--- config.mk ---
export PLATFORM = sky130hd
export DESIGN_NAME = mouse_report_refcount_accumulator_flat
export DESIGN_NICKNAME = d
export VERILOG_FILES = /design/src/hw/rtl/mrra_pkg.sv /design/src/hw/rtl/mrra_if.sv /design/src/hw/rtl/mouse_report_refcount_accumulator.sv /design/src/flat_wrapper.sv
export SDC_FILE = /design/constraint.sdc
export NUM_CORES = 1
export LEC_CHECK = 0
export BUFFER_PORTS_ARGS = -buffer_cell sky130_fd_sc_hd__buf_2
export CORE_MARGIN = 2
export CORE_UTILIZATION = 45
export CTS_BUF_LIST = sky130_fd_sc_hd__clkbuf_2
export DETAILED_ROUTE_END_ITERATION = 7
export GPL_TIMING_DRIVEN = 0
export MAX_ROUTING_LAYER = met4
export PLACE_DENSITY_LB_ADDON = 0.25
export SYNTH_ARGS = -nofsm -noshare
export SYNTH_HDL_FRONTEND = slang
export SYNTH_SLANG_ARGS = --single-unit
--- constraint.sdc ---
create_clock -name i_clk -period 3.7 [get_ports i_clk]
set_input_delay 0.555 -clock i_clk [delete_from_list [all_inputs] [get_ports i_clk]]
set_output_delay 0.555 -clock i_clk [all_outputs]
set_load 0.05 [all_outputs]
--- src/hw/rtl/mrra_pkg.sv ---
// mrra_pkg: shared types and constants of the mouse report accumulator
// holds the event and report beat layouts, command codes and status codes
// no dependencies
package mrra_pkg;

    // field widths of the event and report beats
    localparam int CMD_W     = 4;
    localparam int BTN_IDX_W = 3;
    localparam int MASK_W    = 8;
    localparam int MOVE_W    = 16;
    localparam int SCROLL_W  = 8;
    localparam int RPT_BTN_W = 5;
    localparam int STATUS_W  = 2;

    // command codes
    localparam logic [CMD_W-1:0] CMD_PRESS_ONE    = 4'd0;
    localparam logic [CMD_W-1:0] CMD_RELEASE_ONE  = 4'd1;
    localparam logic [CMD_W-1:0] CMD_PRESS_MASK   = 4'd2;
    localparam logic [CMD_W-1:0] CMD_RELEASE_MASK = 4'd3;
    localparam logic [CMD_W-1:0] CMD_MOVE_SET     = 4'd4;
    localparam logic [CMD_W-1:0] CMD_MOVE_ADD     = 4'd5;
    localparam logic [CMD_W-1:0] CMD_SCROLL_SET   = 4'd6;
    localparam logic [CMD_W-1:0] CMD_SCROLL_ADD   = 4'd7;
    localparam logic [CMD_W-1:0] CMD_CLEAR        = 4'd8;

    // status codes
    typedef enum logic [STATUS_W-1:0] {
        STS_OK        = 2'd0,
        STS_BAD_INDEX = 2'd1,
        STS_NO_PRESS  = 2'd2
    } t_status;

    // one input event beat
    typedef struct packed {
        logic [CMD_W-1:0]            cmd;
        logic [BTN_IDX_W-1:0]        button;
        logic [MASK_W-1:0]           button_mask;
        logic signed [MOVE_W-1:0]    dx;
        logic signed [MOVE_W-1:0]    dy;
    } t_evt;

    // one report beat
    typedef struct packed {
        logic [STATUS_W-1:0]         status;
        logic [RPT_BTN_W-1:0]        buttons;
        logic signed [MOVE_W-1:0]    move_x;
        logic signed [MOVE_W-1:0]    move_y;
        logic signed [SCROLL_W-1:0]  scroll_x;
        logic signed [SCROLL_W-1:0]  scroll_y;
    } t_rpt;

endpackage

--- src/hw/rtl/mrra_if.sv ---
// mrra_if: valid/ready channels for event beats and report beats
// depends on mrra_pkg for the beat layouts
interface mrra_evt_if;
    import mrra_pkg::*;

    logic valid;
    logic ready;
    t_evt data;

    modport source(output valid, output data, input ready);
    modport sink(input valid, input data, output ready);
endinterface

interface mrra_rpt_if;
    import mrra_pkg::*;

    logic valid;
    logic ready;
    t_rpt data;

    modport source(output valid, output data, input ready);
    modport sink(input valid, input data, output ready);
endinterface

--- src/hw/rtl/mouse_report_refcount_accumulator.sv ---
// mouse_report_refcount_accumulator: pointer report builder with per-button press counts
// depends on mrra_pkg and the channel interfaces in mrra_if
//
// usage:
//   i_evt carries one event beat (command, button index, button mask, dx, dy)
//   o_rpt returns exactly one report beat per event: status plus the report
//   (buttons, movement, scroll) as it stands after that event
//   stages: each event passes the event register, then the report register
//   throughput: one event per cycle unless o_rpt stalls; state update is a single
//   pass of short logic from the event register into the state and report registers
//   stall: while a report beat waits on o_rpt.ready the event register can
//   still take one more beat; i_evt.ready drops only when both are full
//   reset: synchronous, active low; clears press counts, held mask, report
//   buttons, movement, scroll and both stage valids
//   press counts saturate at 2^COUNT_BITS-1; movement and scroll wrap
module mouse_report_refcount_accumulator #(
    parameter int NUM_BUTTONS = 5,
    parameter int COUNT_BITS  = 8
) (
    input  logic       i_clk,
    input  logic       i_rst_n,
    mrra_evt_if.sink   i_evt,
    mrra_rpt_if.source o_rpt
);
    import mrra_pkg::*;

    localparam logic [BTN_IDX_W:0] NUM_BTN_L = (BTN_IDX_W+1)'(NUM_BUTTONS);
    localparam int                 EXT_W     = RPT_BTN_W + NUM_BUTTONS;

    // event stage
    logic                   r_evt_vld;
    t_evt                   r_evt;
    // report stage
    logic                   r_rpt_vld;
    t_rpt                   r_rpt;
    // block state
    logic [COUNT_BITS-1:0]  r_cnt [NUM_BUTTONS];
    logic [COUNT_BITS-1:0]  n_cnt [NUM_BUTTONS];
    logic [NUM_BUTTONS-1:0] r_held, n_held;
    logic [NUM_BUTTONS-1:0] r_rpt_btn, n_rpt_btn;
    logic [MOVE_W-1:0]      r_acc_x, n_acc_x;
    logic [MOVE_W-1:0]      r_acc_y, n_acc_y;
    logic [SCROLL_W-1:0]    r_acc_sx, n_acc_sx;
    logic [SCROLL_W-1:0]    r_acc_sy, n_acc_sy;

    logic                   w_adv;
    logic [NUM_BUTTONS-1:0] w_press;
    logic [NUM_BUTTONS-1:0] w_rel;
    logic [NUM_BUTTONS-1:0] w_cnt_zero;
    logic                   w_any_act;
    logic                   w_bad_idx;
    logic                   w_single;
    t_status                w_status;
    logic [EXT_W-1:0]       w_btn_ext;

    // handshake: the event stage moves on whenever the report slot is free
    assign w_adv       = r_evt_vld && (!r_rpt_vld || o_rpt.ready);
    assign i_evt.ready = !r_evt_vld || w_adv;
    assign o_rpt.valid = r_rpt_vld;
    assign o_rpt.data  = r_rpt;

    // per-button lanes: press and release decode and count update
    always_comb begin
        for (int i = 0; i < NUM_BUTTONS; i++) begin
            w_press[i] = (r_evt.cmd == CMD_PRESS_ONE && r_evt.button == BTN_IDX_W'(i))
                      || (r_evt.cmd == CMD_PRESS_MASK && r_evt.button_mask[i]);
            w_rel[i]   = (r_evt.cmd == CMD_RELEASE_ONE && r_evt.button == BTN_IDX_W'(i))
                      || (r_evt.cmd == CMD_RELEASE_MASK && r_evt.button_mask[i]);
            w_cnt_zero[i] = (r_cnt[i] == '0);
            n_cnt[i]      = r_cnt[i];
            n_held[i]     = r_held[i];
            if (w_press[i]) begin
                if (r_cnt[i] != '1) begin
                    n_cnt[i] = r_cnt[i] + 1'b1;
                end
                n_held[i] = 1'b1;
            end else if (w_rel[i] && !w_cnt_zero[i]) begin
                n_cnt[i] = r_cnt[i] - 1'b1;
                if (r_cnt[i] == COUNT_BITS'(1)) begin
                    n_held[i] = 1'b0;
                end
            end
        end
    end

    // status of single-button commands
    always_comb begin
        w_any_act = |(w_press | (w_rel & ~w_cnt_zero));
        w_single  = (r_evt.cmd == CMD_PRESS_ONE) || (r_evt.cmd == CMD_RELEASE_ONE);
        w_bad_idx = ({1'b0, r_evt.button} >= NUM_BTN_L);
        w_status  = STS_OK;
        if (w_single && w_bad_idx) begin
            w_status = STS_BAD_INDEX;
        end else if (r_evt.cmd == CMD_RELEASE_ONE && |(w_rel & w_cnt_zero)) begin
            w_status = STS_NO_PRESS;
        end
    end

    // report body: buttons, movement and scroll
    always_comb begin
        n_rpt_btn = r_rpt_btn;
        n_acc_x   = r_acc_x;
        n_acc_y   = r_acc_y;
        n_acc_sx  = r_acc_sx;
        n_acc_sy  = r_acc_sy;
        if (w_any_act) begin
            n_rpt_btn = n_held;
        end
        case (r_evt.cmd)
            CMD_MOVE_SET: begin
                n_acc_x = r_evt.dx;
                n_acc_y = r_evt.dy;
            end
            CMD_MOVE_ADD: begin
                n_acc_x = r_acc_x + r_evt.dx;
                n_acc_y = r_acc_y + r_evt.dy;
            end
            CMD_SCROLL_SET: begin
                n_acc_sx = r_evt.dx[SCROLL_W-1:0];
                n_acc_sy = r_evt.dy[SCROLL_W-1:0];
            end
            CMD_SCROLL_ADD: begin
                n_acc_sx = r_acc_sx + r_evt.dx[SCROLL_W-1:0];
                n_acc_sy = r_acc_sy + r_evt.dy[SCROLL_W-1:0];
            end
            CMD_CLEAR: begin
                n_rpt_btn = '0;
                n_acc_x   = '0;
                n_acc_y   = '0;
                n_acc_sx  = '0;
                n_acc_sy  = '0;
            end
            default: begin
            end
        endcase
    end

    // report buttons fit to the fixed report width
    assign w_btn_ext = EXT_W'(n_rpt_btn);

    // event stage register
    always_ff @(posedge i_clk) begin
        if (!i_rst_n) begin
            r_evt_vld <= 1'b0;
        end else if (i_evt.ready) begin
            r_evt_vld <= i_evt.valid;
        end
        if (i_evt.valid && i_evt.ready) begin
            r_evt <= i_evt.data;
        end
    end

    // state and report stage registers
    always_ff @(posedge i_clk) begin
        if (!i_rst_n) begin
            for (int i = 0; i < NUM_BUTTONS; i++) begin
                r_cnt[i] <= '0;
            end
            r_held    <= '0;
            r_rpt_btn <= '0;
            r_acc_x   <= '0;
            r_acc_y   <= '0;
            r_acc_sx  <= '0;
            r_acc_sy  <= '0;
            r_rpt_vld <= 1'b0;
        end else begin
            if (w_adv) begin
                for (int i = 0; i < NUM_BUTTONS; i++) begin
                    r_cnt[i] <= n_cnt[i];
                end
                r_held    <= n_held;
                r_rpt_btn <= n_rpt_btn;
                r_acc_x   <= n_acc_x;
                r_acc_y   <= n_acc_y;
                r_acc_sx  <= n_acc_sx;
                r_acc_sy  <= n_acc_sy;
                r_rpt_vld <= 1'b1;
            end else if (o_rpt.ready) begin
                r_rpt_vld <= 1'b0;
            end
        end
        if (w_adv) begin
            r_rpt.status   <= w_status;
            r_rpt.buttons  <= w_btn_ext[RPT_BTN_W-1:0];
            r_rpt.move_x   <= n_acc_x;
            r_rpt.move_y   <= n_acc_y;
            r_rpt.scroll_x <= n_acc_sx;
            r_rpt.scroll_y <= n_acc_sy;
        end
    end

endmodule

--- src/flat_wrapper.sv ---
// flat-port wrapper written by rule: the top's interface ports become plain ports
module mouse_report_refcount_accumulator_flat import mrra_pkg::*;
#(
    parameter int NUM_BUTTONS = 5,
    parameter int COUNT_BITS  = 8
)
  (i_clk, i_rst_n, i_evt_valid, i_evt_data, i_evt_ready, o_rpt_valid, o_rpt_data, o_rpt_ready);
  mrra_evt_if i_evt_i ();
  mrra_rpt_if o_rpt_i ();
  input  logic i_clk;
  input  logic i_rst_n;
  input wire logic [$bits(i_evt_i.valid)-1:0] i_evt_valid;
  input wire logic [$bits(i_evt_i.data)-1:0] i_evt_data;
  output wire logic [$bits(i_evt_i.ready)-1:0] i_evt_ready;
  output wire logic [$bits(o_rpt_i.valid)-1:0] o_rpt_valid;
  output wire logic [$bits(o_rpt_i.data)-1:0] o_rpt_data;
  input wire logic [$bits(o_rpt_i.ready)-1:0] o_rpt_ready;
  assign i_evt_i.valid = i_evt_valid;
  assign i_evt_i.data = i_evt_data;
  assign i_evt_ready = i_evt_i.ready;
  assign o_rpt_valid = o_rpt_i.valid;
  assign o_rpt_data = o_rpt_i.data;
  assign o_rpt_i.ready = o_rpt_ready;
  mouse_report_refcount_accumulator #(.NUM_BUTTONS(NUM_BUTTONS), .COUNT_BITS(COUNT_BITS)) u_core (.i_clk(i_clk), .i_rst_n(i_rst_n), .i_evt(i_evt_i), .o_rpt(o_rpt_i));
endmodule
==> impl_results.md <==
* Worst Max-Slew Pin Slew at 1.220 ns
* Largest net degree at the start of global routing at 65
* Fmax at 308.2 MHz
* PortBufs at 104
* Post-Synth Simple-Gate Area at 16.46%
* Final min period at 3.244 ns
* Dpl cell area at 0.01199 mm^2
* Crit. End Element: register
* # rows at 57
* Share of synthesized area spent on multiplexers at 1.814%
* PwrDens at 361.8 mW/mm^2
* Endpoints failing setup at 0
* Cell Area, Synth at 0.01104 mm^2
* Setup crit start kind: register
* Post-synth EDFFs at 139
* DRT antenna net count at 0
* Post-synth top area share at 37.81%
* RR Endpoint: u_core.r_cnt[0][37]$_SDFFCE_PN0P_
* TritonCTS clock tree: yes
* I/O pins at 108
* Initial antenna violation count at 1
* Root buffer cell: clkbuf_2
* Vias in the first global route at 8195
* DR vias at 8810
* Final instance area at 0.01269 mm^2
* Post-Syn Area per Cell at 10.33 um^2
* Worst Hold Class: in -> reg
* Area of the multi-input gates at 0.005254 mm^2
* Core box area at 0.02418 mm^2
* Synth Area in Adders at 7.640%
* Hold Vio Cnt, Final at 0
* Synth cell types at 79
* Clk_lat worst skew at 0.80 ns
* Fin nets at 1354
* Worst-path fanout max at 64
* Reg clk slew, reported paths at 0.25 ns
* Starting Density at 45.66%
* Max-Cap Viols at 0
* Drt wl/cell at 17.63 um
* Ys async rst share at 0%
* Max-slew violations at 0
* Peak supply drop at 0.0001685 V
* Non-filler cells, final at 1576
* Drt pass-1 iters at 6
* First-pass GRT wire length at 43590 um
* FF-to-FF Start: u_core.o_rpt.valid$_SDFFE_PN0P_
* Post-CTS setup buffer count at 0
* Share of cells above drive strength 1 at 13.83%
* Clock Path Buffers at 2
* Via-to-Cell Ratio at 5.590
* Final Skew at 0.03817 ns
* Placed cells at 1498
* PostCTS Resize Cnt at 0
* Min-delay src: o_rpt_ready
* Max transition margin at 17.80%
* Die X at 160.6 um
* Compound-Gate Fraction of Synth Area at 16.75%
* RSZ-0062 raised after global routing: false
* Top post-synthesis cells by area: edfxtp_1 38%, dfxtp_1 11%, ha_1 6.9%
* CP arrival at 3.73 ns
* Chip height at 160.6 um
* Post-synth net total at 1185
* All-Layer GR Usage at 22.04%
* Yosys reg bits at 199
* XOR/XNOR Fraction of Synth Area at 4.920%
* Sequential standard cell area at 0.005375 mm^2
* Final Core Density at 52.51%
* Gr ovfl total at 0
* Ys Warns at 0
* Largest family of logic cells by synthesized area: compound AO/OA/AOI/OAI gates
* Iteration-0 DRC Markers at 813
* Critical path class: reg -> reg
* Hold depth at 4
* WP data required at 4.18 ns
* Sequential share of the synthesized area at 48.70%
* Hpwl dp at 19480 um
* Synth area leader: edfxtp_1
* Final period utilization at 87.69%
* Hold Crit Endpoint: u_core.o_rpt.valid$_SDFFE_PN0P_
* Die area at 0.02580 mm^2
* CTS sink count at 199
* P_leak at 0.005138 uW
* Filler cell count at 2198
* Worst R2R Setup Slack at 0.46 ns
* Num CTS Buffers at 17
* Outcome: finished clean
* Final RePlAce weighted congestion at 0.8659
* Reg2reg path depth at 7
* Htree depth at 4
* Cell count after synthesis at 1069
* Routed wire length at 27780 um
* Area added between synthesis and finish at 15.01%
* Top_reg_cell synth: edfxtp_1
* DRC at 0
metrics by stage:
step / hold slack, ns / TNS, ns / worst slack (ns) / total power (uW)
final: 0.06862 / 0 / 0.4557 / 4592
after detailed placement: 0.4501 / 0 / 0.1925 / 3448
after CTS: 0.04794 / 0 / 0.4423 / 4612
after global placement: 0.4451 / -6.512 / -0.4303 / 3434
after global routing: 0.06405 / 0 / 0.2240 / 4786
after floorplan: 0.4330 / 0 / 0.6073 / 3220
state kept, by name (all words and copies together), names as in the netlist:
register,flops
u_core.o_rpt.data,55
u_core.o_rpt.valid,1
u_core.r_acc_sx,8
u_core.r_acc_sy,8
u_core.r_acc_x,16
u_core.r_acc_y,16
u_core.r_cnt,40
u_core.r_evt,44
u_core.r_evt_vld,1
u_core.r_held,5
u_core.r_rpt_btn,5
final cells by class:
cell class	count	area share (%)
timing repair buffer	150	7.806
buffer	46	2.050
sequential	199	42.34
inverter	41	1.212
antenna	1	0.01971
clock inverter	13	1.242
multi-input combinational	783	41.39
tap	324	3.193
clock buffer	19	0.7491
cell usage after synthesis (10+ instances only):
cell type,count
nor4_1,10
nand2b_1,10
nor2_1,120
o21ai_0,60
a31oi_1,10
a22oi_1,14
xor2_1,37
clkbuf_1,27
nand3_1,23
nor3_1,25
inv_1,40
and3_1,11
nand2_1,88
ha_1,61
a21o_1,17
dfxtp_1,60
a211oi_1,27
nor2b_1,14
a21oi_1,57
mux2i_1,20
xnor2_1,25
edfxtp_1,139
cell usage in the layout (no fill, tap or decap), types with 20 or more instances in the layout:
cell type	instances
a211oi_1	27
a21oi_1	57
buf_2	110
clkbuf_1	27
dfxtp_1	60
dlygate4sd3_1	45
edfxtp_1	139
ha_1	61
inv_1	40
mux2i_1	20
nand2_1	88
nand3_1	23
nor2_1	120
nor3_1	25
o21ai_0	60
xnor2_1	25
xor2_1	37
critical path, stage by stage (launching register included):
cell      delay, ns
dfxtp_1        0.36
nor2b_1        0.16
nand2b_1       0.35
inv_1          0.26
clkbuf_1       0.49
buf_4          0.81
o211ai_1       0.18
nand2_1        0.34
routing by layer:
layer,track usage (%),vias to the layer above,share of wire (%)
met1,31.18,4245,47
met3,3.383,21,5.9
met2,33.72,228,46
met4,4.791,0,0.87
met5,-,-,0
li1,-,4316,-
cells by family after synthesis:
group	count (synthesis)
XOR/XNOR	62
AND/OR/NAND/NOR	365
flip-flops	199
multiplexers	20
adder cells (fa/ha/maj)	65
AO/OA/AOI/OAI	271
buffers and inverters	87
repair_timing:
item,CTS,global route
hold buffers,45,0
endpoints found under the hold margin,45,0
setup endpoints to repair,0,0
power breakdown:
part           switching (uW)  internal [uW]
registers                97.6           2520
clock network             761            382
logic                     525            309
total                    1380           3210
worst max-delay path by stage:
stage	startpoint	slack (ns)	end	cells after the start
3_3_place_gp	o_rpt_ready	-0.43	u_core.r_cnt[0][35]$_SDFFCE_PN0P_	8
6_report	u_core.o_rpt.valid$_SDFFE_PN0P_	0.46	u_core.r_cnt[0][37]$_SDFFCE_PN0P_	7
3_5_place_dp	o_rpt_ready	0.19	u_core.r_cnt[0][35]$_SDFFCE_PN0P_	8
5_1_grt	u_core.o_rpt.valid$_SDFFE_PN0P_	0.22	u_core.r_cnt[0][35]$_SDFFCE_PN0P_	7
2_1_floorplan	u_core.o_rpt.valid$_SDFFE_PN0P_	0.61	u_core.r_cnt[0][32]$_SDFFCE_PN0P_	7
4_1_cts	u_core.o_rpt.valid$_SDFFE_PN0P_	0.44	u_core.r_cnt[0][34]$_SDFFCE_PN0P_	7
(Power assumes the default switching activity.)
